**config.mk**
```make
export PLATFORM = sky130hd
export DESIGN_NAME = sliding_window_median_flat
export DESIGN_NICKNAME = d
export VERILOG_FILES = /design/src/rtl/core/swm_pkg.sv /design/src/rtl/core/swm_if.sv /design/src/rtl/core/swm_ram.sv /design/src/rtl/core/sliding_window_median.sv /design/src/flat_wrapper.sv
export SDC_FILE = /design/constraint.sdc
export NUM_CORES = 1
export LEC_CHECK = 0
export ABC_AREA = 1
export BUFFER_PORTS_ARGS = -buffer_cell sky130_fd_sc_hd__buf_2
export CAP_MARGIN = 10
export CORE_MARGIN = 5
export CORE_UTILIZATION = 40
export CTS_CLUSTER_DIAMETER = 150
export DETAILED_ROUTE_END_ITERATION = 10
export MAX_ROUTING_LAYER = met4
export PLACE_DENSITY = 0.53
export SETUP_SLACK_MARGIN = 0.4
export SLEW_MARGIN = 30
export SYNTH_ARGS = -nofsm -noshare
export SYNTH_HDL_FRONTEND = slang
export SYNTH_SLANG_ARGS = --single-unit
```
**constraint.sdc**
```tcl
create_clock -name clk -period 10.1 [get_ports clk]
set_clock_uncertainty 0.05 [all_clocks]
set_input_delay 1.01 -clock clk [delete_from_list [all_inputs] [get_ports clk]]
set_output_delay 1.01 -clock clk [all_outputs]
set_load 0.01 [all_outputs]
```
**src/rtl/core/swm_pkg.sv**
```systemverilog
package swm_pkg;

  localparam int WINDOW = 16;
  localparam int VAL_W  = 32;
  localparam int MED_W  = VAL_W + 1;
  localparam int CNT_W  = 5;
  localparam int ADDR_W = (WINDOW > 1) ? $clog2(WINDOW) : 1;

  typedef logic [VAL_W-1:0]  val_t;
  typedef logic [MED_W-1:0]  med_t;
  typedef logic [CNT_W-1:0]  cnt_t;
  typedef logic [ADDR_W-1:0] addr_t;

  typedef enum logic [1:0] {
    ERR_OK        = 2'd0,
    ERR_NOT_FOUND = 2'd1,
    ERR_FULL      = 2'd2
  } err_t;

  typedef enum logic [2:0] {
    ST_IDLE,
    ST_REMOVE,
    ST_INSERT,
    ST_MED_LO,
    ST_MED_HI,
    ST_MED_SUM
  } state_t;

endpackage

```
**src/rtl/core/swm_if.sv**
```systemverilog
interface swm_in_if;
  logic             valid;
  logic             ready;
  swm_pkg::val_t    new_value;
  swm_pkg::val_t    old_value;
  logic             old_present;

  modport source (output valid, output new_value, output old_value, output old_present,
                  input ready);
  modport sink   (input valid, input new_value, input old_value, input old_present,
                  output ready);
endinterface

interface swm_out_if;
  logic             valid;
  logic             ready;
  swm_pkg::med_t    median_value;
  swm_pkg::cnt_t    stored_count;
  logic [1:0]       error_code;

  modport source (output valid, output median_value, output stored_count,
                  output error_code, input ready);
  modport sink   (input valid, input median_value, input stored_count,
                  input error_code, output ready);
endinterface

```
**src/rtl/core/swm_ram.sv**
```systemverilog
module swm_ram #(
  parameter int WIDTH = 32,
  parameter int DEPTH = 16
) (
  input  logic                                   clk,
  input  logic                                   we,
  input  logic [((DEPTH > 1) ? $clog2(DEPTH) : 1)-1:0] waddr,
  input  logic [WIDTH-1:0]                       wdata,
  input  logic                                   re,
  input  logic [((DEPTH > 1) ? $clog2(DEPTH) : 1)-1:0] raddr,
  output logic [WIDTH-1:0]                       rdata
);

  logic [WIDTH-1:0] mem [DEPTH];

  always_ff @(posedge clk) begin
    if (we) begin
      mem[waddr] <= wdata;
    end
    if (re) begin
      rdata <= mem[raddr];
    end
  end

endmodule

```
**src/rtl/core/sliding_window_median.sv**
```systemverilog
// A request accepted in ST_IDLE goes through a remove walk over the N samples held (when an
// old value is present), an insert walk (when the new value is to be added), and then the
// median states ST_MED_LO, ST_MED_HI and ST_MED_SUM, the last of which loads the output
// register and waits there while the previous result has not been taken.
// A new request is taken only once the previous one is done and the block is back in ST_IDLE;
// the walks share the single read port of the sample memory. A finished result waits in its own register.
// Reset (rst_n low, synchronous) empties the window; memory contents are kept.
module sliding_window_median (
  input  logic       clk,
  input  logic       rst_n,
  swm_in_if.sink     in_chan,
  swm_out_if.source  out_chan
);

  swm_pkg::state_t state_r, state_nxt;
  swm_pkg::cnt_t   cnt_r, cnt_nxt;
  swm_pkg::val_t   nv_r, nv_nxt;
  swm_pkg::val_t   ov_r, ov_nxt;
  swm_pkg::err_t   err_r, err_nxt;
  swm_pkg::cnt_t   rd_idx_r, rd_idx_nxt;
  logic            dvld_r, dvld_nxt;
  swm_pkg::addr_t  didx_r, didx_nxt;
  logic            found_r, found_nxt;
  logic            placed_r, placed_nxt;
  swm_pkg::val_t   carry_r, carry_nxt;
  swm_pkg::val_t   lo_r, lo_nxt;
  logic            out_valid_r, out_valid_nxt;
  swm_pkg::med_t   out_med_r, out_med_nxt;
  swm_pkg::cnt_t   out_cnt_r, out_cnt_nxt;
  swm_pkg::err_t   out_err_r, out_err_nxt;

  logic            ram_we, ram_re;
  swm_pkg::addr_t  ram_waddr, ram_raddr;
  swm_pkg::val_t   ram_wdata, ram_rdata;

  logic            in_acc, rd_more, pass_done, slot_free, full, cnt_even;
  swm_pkg::cnt_t   half;

  assign in_acc    = in_chan.valid && in_chan.ready;
  assign rd_more   = rd_idx_r < cnt_r;
  assign pass_done = !rd_more && !dvld_r;
  assign slot_free = !out_valid_r || out_chan.ready;
  assign full      = cnt_r == swm_pkg::CNT_W'(swm_pkg::WINDOW);
  assign cnt_even  = !cnt_r[0];
  assign half      = cnt_r >> 1;

  swm_ram #(
    .WIDTH (swm_pkg::VAL_W),
    .DEPTH (swm_pkg::WINDOW)
  ) u_ram (
    .clk   (clk),
    .we    (ram_we),
    .waddr (ram_waddr),
    .wdata (ram_wdata),
    .re    (ram_re),
    .raddr (ram_raddr),
    .rdata (ram_rdata)
  );

  always_comb begin
    state_nxt = state_r;
    unique case (state_r)
      swm_pkg::ST_IDLE: begin
        if (in_acc) begin
          if (in_chan.old_present) begin
            state_nxt = swm_pkg::ST_REMOVE;
          end else if (full) begin
            state_nxt = swm_pkg::ST_MED_LO;
          end else begin
            state_nxt = swm_pkg::ST_INSERT;
          end
        end
      end
      swm_pkg::ST_REMOVE: begin
        if (pass_done) begin
          if (found_r || (ov_r != nv_r && !full)) begin
            state_nxt = swm_pkg::ST_INSERT;
          end else begin
            state_nxt = swm_pkg::ST_MED_LO;
          end
        end
      end
      swm_pkg::ST_INSERT: begin
        if (pass_done) begin
          state_nxt = swm_pkg::ST_MED_LO;
        end
      end
      swm_pkg::ST_MED_LO:  state_nxt = swm_pkg::ST_MED_HI;
      swm_pkg::ST_MED_HI:  state_nxt = swm_pkg::ST_MED_SUM;
      swm_pkg::ST_MED_SUM: begin
        if (slot_free) begin
          state_nxt = swm_pkg::ST_IDLE;
        end
      end
      default: state_nxt = swm_pkg::ST_IDLE;
    endcase
  end

  always_comb begin
    cnt_nxt       = cnt_r;
    nv_nxt        = nv_r;
    ov_nxt        = ov_r;
    err_nxt       = err_r;
    rd_idx_nxt    = rd_idx_r;
    dvld_nxt      = 1'b0;
    didx_nxt      = didx_r;
    found_nxt     = found_r;
    placed_nxt    = placed_r;
    carry_nxt     = carry_r;
    lo_nxt        = lo_r;
    out_valid_nxt = out_valid_r;
    out_med_nxt   = out_med_r;
    out_cnt_nxt   = out_cnt_r;
    out_err_nxt   = out_err_r;
    ram_we        = 1'b0;
    ram_waddr     = didx_r;
    ram_wdata     = carry_r;
    ram_re        = 1'b0;
    ram_raddr     = rd_idx_r[swm_pkg::ADDR_W-1:0];

    if (out_valid_r && out_chan.ready) begin
      out_valid_nxt = 1'b0;
    end

    unique case (state_r)
      swm_pkg::ST_IDLE: begin
        if (in_acc) begin
          nv_nxt     = in_chan.new_value;
          ov_nxt     = in_chan.old_value;
          err_nxt    = (!in_chan.old_present && full) ? swm_pkg::ERR_FULL : swm_pkg::ERR_OK;
          rd_idx_nxt = '0;
          found_nxt  = 1'b0;
          placed_nxt = 1'b0;
        end
      end
      swm_pkg::ST_REMOVE: begin
        if (rd_more) begin
          ram_re     = 1'b1;
          rd_idx_nxt = rd_idx_r + swm_pkg::CNT_W'(1);
          dvld_nxt   = 1'b1;
          didx_nxt   = rd_idx_r[swm_pkg::ADDR_W-1:0];
        end
        if (dvld_r) begin
          if (found_r) begin
            // close the gap left by the removed entry
            ram_we    = 1'b1;
            ram_waddr = didx_r - swm_pkg::ADDR_W'(1);
            ram_wdata = ram_rdata;
          end else if (ram_rdata == ov_r) begin
            found_nxt = 1'b1;
          end
        end
        if (pass_done) begin
          rd_idx_nxt = '0;
          if (found_r) begin
            cnt_nxt = cnt_r - swm_pkg::CNT_W'(1);
          end else if (ov_r != nv_r) begin
            err_nxt = swm_pkg::ERR_NOT_FOUND;
          end
        end
      end
      swm_pkg::ST_INSERT: begin
        if (rd_more) begin
          ram_re     = 1'b1;
          rd_idx_nxt = rd_idx_r + swm_pkg::CNT_W'(1);
          dvld_nxt   = 1'b1;
          didx_nxt   = rd_idx_r[swm_pkg::ADDR_W-1:0];
        end
        if (dvld_r) begin
          if (placed_r) begin
            ram_we    = 1'b1;
            ram_waddr = didx_r;
            ram_wdata = carry_r;
            carry_nxt = ram_rdata;
          end else if (ram_rdata >= nv_r) begin
            ram_we     = 1'b1;
            ram_waddr  = didx_r;
            ram_wdata  = nv_r;
            carry_nxt  = ram_rdata;
            placed_nxt = 1'b1;
          end
        end
        if (pass_done) begin
          ram_we    = 1'b1;
          ram_waddr = cnt_r[swm_pkg::ADDR_W-1:0];
          ram_wdata = placed_r ? carry_r : nv_r;
          cnt_nxt   = cnt_r + swm_pkg::CNT_W'(1);
        end
      end
      swm_pkg::ST_MED_LO: begin
        ram_re    = 1'b1;
        ram_raddr = cnt_even ? swm_pkg::ADDR_W'(half - swm_pkg::CNT_W'(1))
                             : half[swm_pkg::ADDR_W-1:0];
      end
      swm_pkg::ST_MED_HI: begin
        ram_re    = 1'b1;
        ram_raddr = half[swm_pkg::ADDR_W-1:0];
        lo_nxt    = ram_rdata;
      end
      swm_pkg::ST_MED_SUM: begin
        if (slot_free) begin
          out_valid_nxt = 1'b1;
          out_cnt_nxt   = cnt_r;
          out_err_nxt   = err_r;
          if (cnt_r == '0) begin
            out_med_nxt = '0;
          end else if (cnt_even) begin
            out_med_nxt = {1'b0, lo_r} + {1'b0, ram_rdata};
          end else begin
            out_med_nxt = {ram_rdata, 1'b0};
          end
        end
      end
      default: ;
    endcase
  end

  always_ff @(posedge clk) begin
    if (!rst_n) begin
      state_r     <= swm_pkg::ST_IDLE;
      cnt_r       <= '0;
      out_valid_r <= 1'b0;
      dvld_r      <= 1'b0;
    end else begin
      state_r     <= state_nxt;
      cnt_r       <= cnt_nxt;
      out_valid_r <= out_valid_nxt;
      dvld_r      <= dvld_nxt;
    end
    nv_r      <= nv_nxt;
    ov_r      <= ov_nxt;
    err_r     <= err_nxt;
    rd_idx_r  <= rd_idx_nxt;
    didx_r    <= didx_nxt;
    found_r   <= found_nxt;
    placed_r  <= placed_nxt;
    carry_r   <= carry_nxt;
    lo_r      <= lo_nxt;
    out_med_r <= out_med_nxt;
    out_cnt_r <= out_cnt_nxt;
    out_err_r <= out_err_nxt;
  end

  assign in_chan.ready         = state_r == swm_pkg::ST_IDLE;
  assign out_chan.valid        = out_valid_r;
  assign out_chan.median_value = out_med_r;
  assign out_chan.stored_count = out_cnt_r;
  assign out_chan.error_code   = out_err_r;

endmodule

```
**src/flat_wrapper.sv**
```systemverilog
// flat-port wrapper written by rule: the top's interface ports become plain ports
module sliding_window_median_flat 
  (clk, rst_n, in_chan_valid, in_chan_new_value, in_chan_old_value, in_chan_old_present, in_chan_ready, out_chan_valid, out_chan_median_value, out_chan_stored_count, out_chan_error_code, out_chan_ready);
  swm_in_if in_chan_i ();
  swm_out_if out_chan_i ();
  input  logic clk;
  input  logic rst_n;
  input wire logic [$bits(in_chan_i.valid)-1:0] in_chan_valid;
  input wire logic [$bits(in_chan_i.new_value)-1:0] in_chan_new_value;
  input wire logic [$bits(in_chan_i.old_value)-1:0] in_chan_old_value;
  input wire logic [$bits(in_chan_i.old_present)-1:0] in_chan_old_present;
  output wire logic [$bits(in_chan_i.ready)-1:0] in_chan_ready;
  output wire logic [$bits(out_chan_i.valid)-1:0] out_chan_valid;
  output wire logic [$bits(out_chan_i.median_value)-1:0] out_chan_median_value;
  output wire logic [$bits(out_chan_i.stored_count)-1:0] out_chan_stored_count;
  output wire logic [$bits(out_chan_i.error_code)-1:0] out_chan_error_code;
  input wire logic [$bits(out_chan_i.ready)-1:0] out_chan_ready;
  assign in_chan_i.valid = in_chan_valid;
  assign in_chan_i.new_value = in_chan_new_value;
  assign in_chan_i.old_value = in_chan_old_value;
  assign in_chan_i.old_present = in_chan_old_present;
  assign in_chan_ready = in_chan_i.ready;
  assign out_chan_valid = out_chan_i.valid;
  assign out_chan_median_value = out_chan_i.median_value;
  assign out_chan_stored_count = out_chan_i.stored_count;
  assign out_chan_error_code = out_chan_i.error_code;
  assign out_chan_i.ready = out_chan_ready;
  sliding_window_median u_core (.clk(clk), .rst_n(rst_n), .in_chan(in_chan_i), .out_chan(out_chan_i));
endmodule
```
After elaboration in Yosys (flattened, before gate mapping) --
Memory sizes are Yosys's and may differ from the RTL's. A register that Yosys moved wholly into a read port is not among the register bits. Index checks and enable logic that the tools add are counted.
Cells by class: add/subtract/negate cells 6, magnitude comparators 2, eq/ne operators 17, mux-type cells 60, reductions and logical operators 33
Operator list (number):
- 2-to-1 mux 32 bit | 9
- case mux 32 bit (2 select lines) | 1
- adder 32 x 32 -> 33 bit | 1
- 2-to-1 mux 33 bit | 1
- == test 32 bit | 1
- >= comparator 32 bit | 1
- inequality test 32 bit | 1
- 2-to-1 mux 5 bit | 6
- 2-to-1 mux 1 bit | 19
- case mux 3 bit (6 select lines) | 1
- 2-to-1 mux 4 bit | 4
- case mux 4 bit (2 select lines) | 2
- 2-to-1 mux 3 bit | 5
- case mux 5 bit (3 select lines) | 1
- inequality test 2 x 1 -> 1 bit (second input constant) | 7
- adder 5 x 1 -> 5 bit (second input constant) | 2
- 2-to-1 mux 2 bit | 5
- case mux 5 bit (2 select lines) | 1
- AND reduction 2 bit | 5
- AND reduction 3 bit | 3
- case mux 1 bit (2 select lines) | 4
- AND reduction 4 bit | 2
- nonzero test 2 bit | 4
- subtractor 4 x 1 -> 4 bit (second input constant) | 2
- 16 further kinds | 30
Storage, ports and cells: register bits after elaboration 191, bits in writable memories 512, logic and storage cells 136, memories kept 1
Memory list:
- u_core.u_ram.mem | words 16, width 32, read ports 1, clocked after memory_dff 1, wr ports 1, RTL line swm_ram.sv:14 | logic [WIDTH-1:0] mem [DEPTH];

Longest topological paths before layout --
word-level depth 8, depth in mapped cells 18

Cells and area by module --
A second synthesis with hierarchy kept.
Unflattened totals: cell total of the unflattened synthesis 3595, area total of the unflattened synthesis 35480.3 um2
By module, submodules not included:
- swm_ram | instances 1, cells an instance 2120, area an instance 23050.9 um2, sequential area each 16335.7 um2
- sliding_window_median | instances 1, cells an instance 1475, area an instance 12429.4 um2, sequential area each 5635.4 um2

Least setup slack after synthesis --
Ideal clock, no wire load.
path type input -> register, start point input in_chan_valid, end point register u_core.found_r (enable), library setup time 311 ps, arrival 4103 ps, required time 9739 ps, slack 5635 ps, stages on the path 4, cells stage by stage inv_1 > nor2_1 > inv_1 > o21ai_0
Between the ends: word-level cells in the longest chain between the ends 3
RTL lines:
- from (decl) | RTL line flat_wrapper.sv:8 | input wire logic [$bits(in_chan_i.valid)-1:0] in_chan_valid;
- logical AND 1 bit | RTL line sliding_window_median.sv:39 | assign in_acc = in_chan.valid && in_chan.ready;
- inequality test 2 bit (no source line)
- AND reduction 3 bit (no source line)
- to (signal assigned) | RTL line sliding_window_median.sv:235 | found_r <= found_nxt;
- to (decl) | RTL line sliding_window_median.sv:23 | logic found_r, found_nxt;
Every way passes these cells. A chain may end at the register's enable or synchronous reset.

Final worst setup path --
start point register u_core.cnt_r[1], end point memory u_core.u_ram.mem[1][30] (enable)
Between the ends: word-level cells in the longest chain between the ends 7
RTL lines:
- from (decl) | RTL line sliding_window_median.sv:16 | swm_pkg::cnt_t cnt_r, cnt_nxt;
- from (signal assigned) | RTL line sliding_window_median.sv:226 | cnt_r <= cnt_nxt;
- < comparator 5 bit | RTL line sliding_window_median.sv:40 | assign rd_more = rd_idx_r < cnt_r;
- zero test 1 bit | RTL line sliding_window_median.sv:41 | assign pass_done = !rd_more && !dvld_r;
- logical AND 1 bit | RTL line sliding_window_median.sv:41
- 2-to-1 mux 1 bit | RTL line sliding_window_median.sv:183 | if (pass_done) begin
- case mux 1 bit (2 select lines) | RTL line sliding_window_median.sv:125 | unique case (state_r)
- 2-to-1 mux 1 bit | RTL line swm_ram.sv:17 | if (we) begin
- 2-to-1 mux 1 bit (implied by the code) | RTL line swm_ram.sv:18 | mem[waddr] <= wdata;
- to (decl) | RTL line swm_ram.sv:14
Parallel ways exist; a longest one is shown, timed or not.

==> flow_summary.ini <==
[run_status]
outcome = complete, no violations

[clock_network]
worst_skew_pair.late_latency_ns = 0.63
clk_path_buf_depth = 3
cts_made_buffers = 82
cts_tree = done
cts_resized = 0
cts_root_buffer = clkbuf_16
post_cts_buffers = 0
cts.hold.buffers_added = 0
clock_sinks = 735
path_clk_slew_ns = 0.06
htree_levels = 3

[timing]
worst_pin_slew_ns = 0.960
max_slew_margin = 0.354
hold_viol_final = 0
final-setup-viol-count = 0
min_period_over_period = 0.446
setup_tns_ns = 0
hold_slack_ns = 0.369
rsz0062_at_grt = no
slew_violations = 0
finalCriticalPeriod_ns = 4.51
fmax_ghz = 0.222

[global_routing]
grt_antenna_before_repair = 3
track_usage = 0.206
gr-total-overflow = 0
grt_max_degree = 251
grt_pass1_wl_um = 140000
grt_pass1_vias = 22700

[setup_path]
cp.arrival_ns = 4.74
rr_worst_depth = 13
reg2reg_to = u_core.u_ram.mem[1][30]
crit_path_cell_trace = inv_1, ha_1, nand4_1, nand3_2, nand2_2, nor2_4, inv_1, nand2_1, inv_1, nand2_1, inv_1, nor2_4, buf_4
slowest_stage = nor2_4
endpoint_kind = register
worstSetupStartpointType = register
r2r_slack_ns = 5.59
cpMostUsedCell = inv_1
critical_path_class = register to register
r2r_start = u_core.cnt_r[1]
critical_path_buf_inv_count = 5
crit_family = simple AND/OR/NAND/NOR gates
cp_slowest_stage_delay_ns = 0.75
critPathMaxFanout = 36
required_ns = 10.33

[detailed_routing]
first_iter_violations = 1880
drt_first_pass_iters = 7
wl_um = 93500
ant_nets = 0
wl_per_cell_um = 20.9
drcViolationCount = 0
viasPerCell = 5.25
vias = 23500

[layout]
drive_above_1_share = 0.0968
multi_input_area_sq_mm = 0.00996
nNetsFinal = 3415
num_antenna_cells = 0
utilization = 0.455
fillers = 7926
seqCellArea_sq_mm = 0.0220
area_growth_syn_to_layout_pct = 13.0

[power_and_ir_drop]
p_leak_nw = 14.8
power.density_mw_per_mm2 = 319
vdd_drop_max_mv = 0.204

[die]
io_pins = 111
initial_utilization = 0.403
die_y_um = 303
die_area_sq_mm = 0.0917
dieWidth_um = 303
rows = 107
coreArea_sq_mm = 0.0851

[logic_synthesis]
syn-cell-area_sq_mm = 0.0343
synth_ff_type = edfxtp_1
synthTopCellsByArea = edfxtp_1, nand2_1, inv_1, nand3_1, o211ai_1
yosysWarningCount = 0
post-synth-top-area-cell = edfxtp_1
synth_edf_count = 725
yosysTopAreaCellShare = 0.635
synth_cell_type_count = 46
syn_area_per_cell_sq_um = 10.8
syn-num-nets = 3321
ys_async_sr_fraction = 0
synth-seq-area-share = 0.641
netlist_instances = 3175
ys_ff_latch = 735

[hold_path]
holdPathStages = 0
hold_path_startpoint = u_core.err_r[1]
hold_end = u_core.out_chan.error_code[1]
hp-class = register to register

[placement]
port_buffers = 110
place_congestion = 0.873
dpl.hpwl_um = 59500

[flow_run]
maxCapViolCount = 0
==> sequential cells by signal, summed over array words and instances, names as in the netlist, 32 cells and up <==
| signal | flops |
|---|---|
| u_core.u_ram.mem | 512 |
| u_core.out_chan.median_value | 33 |
| u_core.carry_r | 32 |
| u_core.lo_r | 32 |
| u_core.nv_r | 32 |
| u_core.ov_r | 32 |
| u_core.u_ram.rdata | 32 |
==> worst max-delay path by stage <==
| stage | startpoint | endpoint | slack, ns | depth (start not counted) |
|---|---|---|---|---|
| floorplan | in_chan_valid | u_core.found_r | 5.64 | 4 |
| global placement | u_core.cnt_r[1] | u_core.u_ram.mem[0][5] | 5.60 | 13 |
| detailed placement | u_core.cnt_r[3] | u_core.u_ram.mem[1][23] | 5.55 | 15 |
| CTS | u_core.cnt_r[3] | u_core.u_ram.mem[1][30] | 5.54 | 15 |
| global route | u_core.cnt_r[3] | u_core.u_ram.mem[1][30] | 5.35 | 15 |
| finish | u_core.cnt_r[1] | u_core.u_ram.mem[1][30] | 5.59 | 13 |
==> Yosys cell counts (7+ instances only) <==
library cell  instances
xnor2_1              36
xor2_1               15
o211ai_1            196
o22ai_1              13
a21o_1                7
o21ai_1              63
nand3_1             307
buf_1                 8
clkbuf_1             57
ha_1                 75
nand2_1             544
o21bai_1             17
or2_2                10
nor3_1               13
a21oi_1             141
o21ai_0             160
nand4_1              17
edfxtp_1            725
inv_2                10
nand3b_1             33
inv_1               482
nor2_1              118
dfxtp_1              10
buf_2                68
==> stage by stage <==
step                setup WS [ns]  instance area, sq um  cells  power (W)
detailed placement           5.55                 36100   4327    0.00952
finish                       5.59                 38800   4480     0.0124
global placement             5.60                 36100   4327    0.00944
global route                 5.35                 38800   4480     0.0132
CTS                          5.54                 38700   4478     0.0124
floorplan                    5.64                 34300   3175    0.00784
==> report_power, final <==
group	switching, W	total [W]	internal, W
Clock	0.00124	0.00289	0.00165
Sequential	0.000337	0.00452	0.00418
Combinational	0.00356	0.00496	0.00140
Total	0.00513	0.0124	0.00723
==> kinds of logic (layout without fill, tap and decap cells) <==
group | after synthesis | count (layout) | share of synthesized area
AND/OR/NAND/NOR | 1057 | 1057 | 0.135
buffers and inverters | 636 | 797 | 0.0736
adder cells (fa/ha/maj) | 77 | 77 | 0.0285
flip-flops | 735 | 735 | 0.641
AO/OA/AOI/OAI | 618 | 618 | 0.109
XOR/XNOR | 51 | 51 | 0.0130
multiplexers | 1 | 1 | 0.000292
==> layout by cell type (no fill, tap or decap), drive strengths merged, types with 2 or more instances in the layout <==
cell	Yosys	layout
buf	86	153
clkbuf	57	97
or2	11	11
a21oi	141	141
o21a	2	2
inv	492	494
nand4	17	17
o211ai	197	197
xor2	15	15
nand3	310	310
ha	75	75
a21o	7	7
a21boi	4	4
nor3	15	15
clkinv	1	47
o21ai	224	224
a31oi	3	3
nand3b	33	33
o221ai	2	2
xnor2	36	36
dfxtp	10	10
nor4	5	5
o22ai	13	13
edfxtp	725	725
o2111ai	5	5
fa	2	2
nor2	119	119
nand2	546	546
bufinv	0	5
o21bai	17	17
==> area by class of cell <==
type                    instances  share of cell area
flip-flops and latches        735               0.567
multi-input cells            1804               0.257
clock buffers                  97              0.0552
inverters                     493              0.0479
well taps                    1144              0.0369
repair buffers                153              0.0242
clock inverters                54              0.0119
==> routing by layer <==
layer  routed length [um]  track usage
met4                 2230       0.0565
met2                44700        0.336
met5                    0            -
met1                41800        0.275
met3                 4710       0.0263
Power figures use the tool's default switching activity.
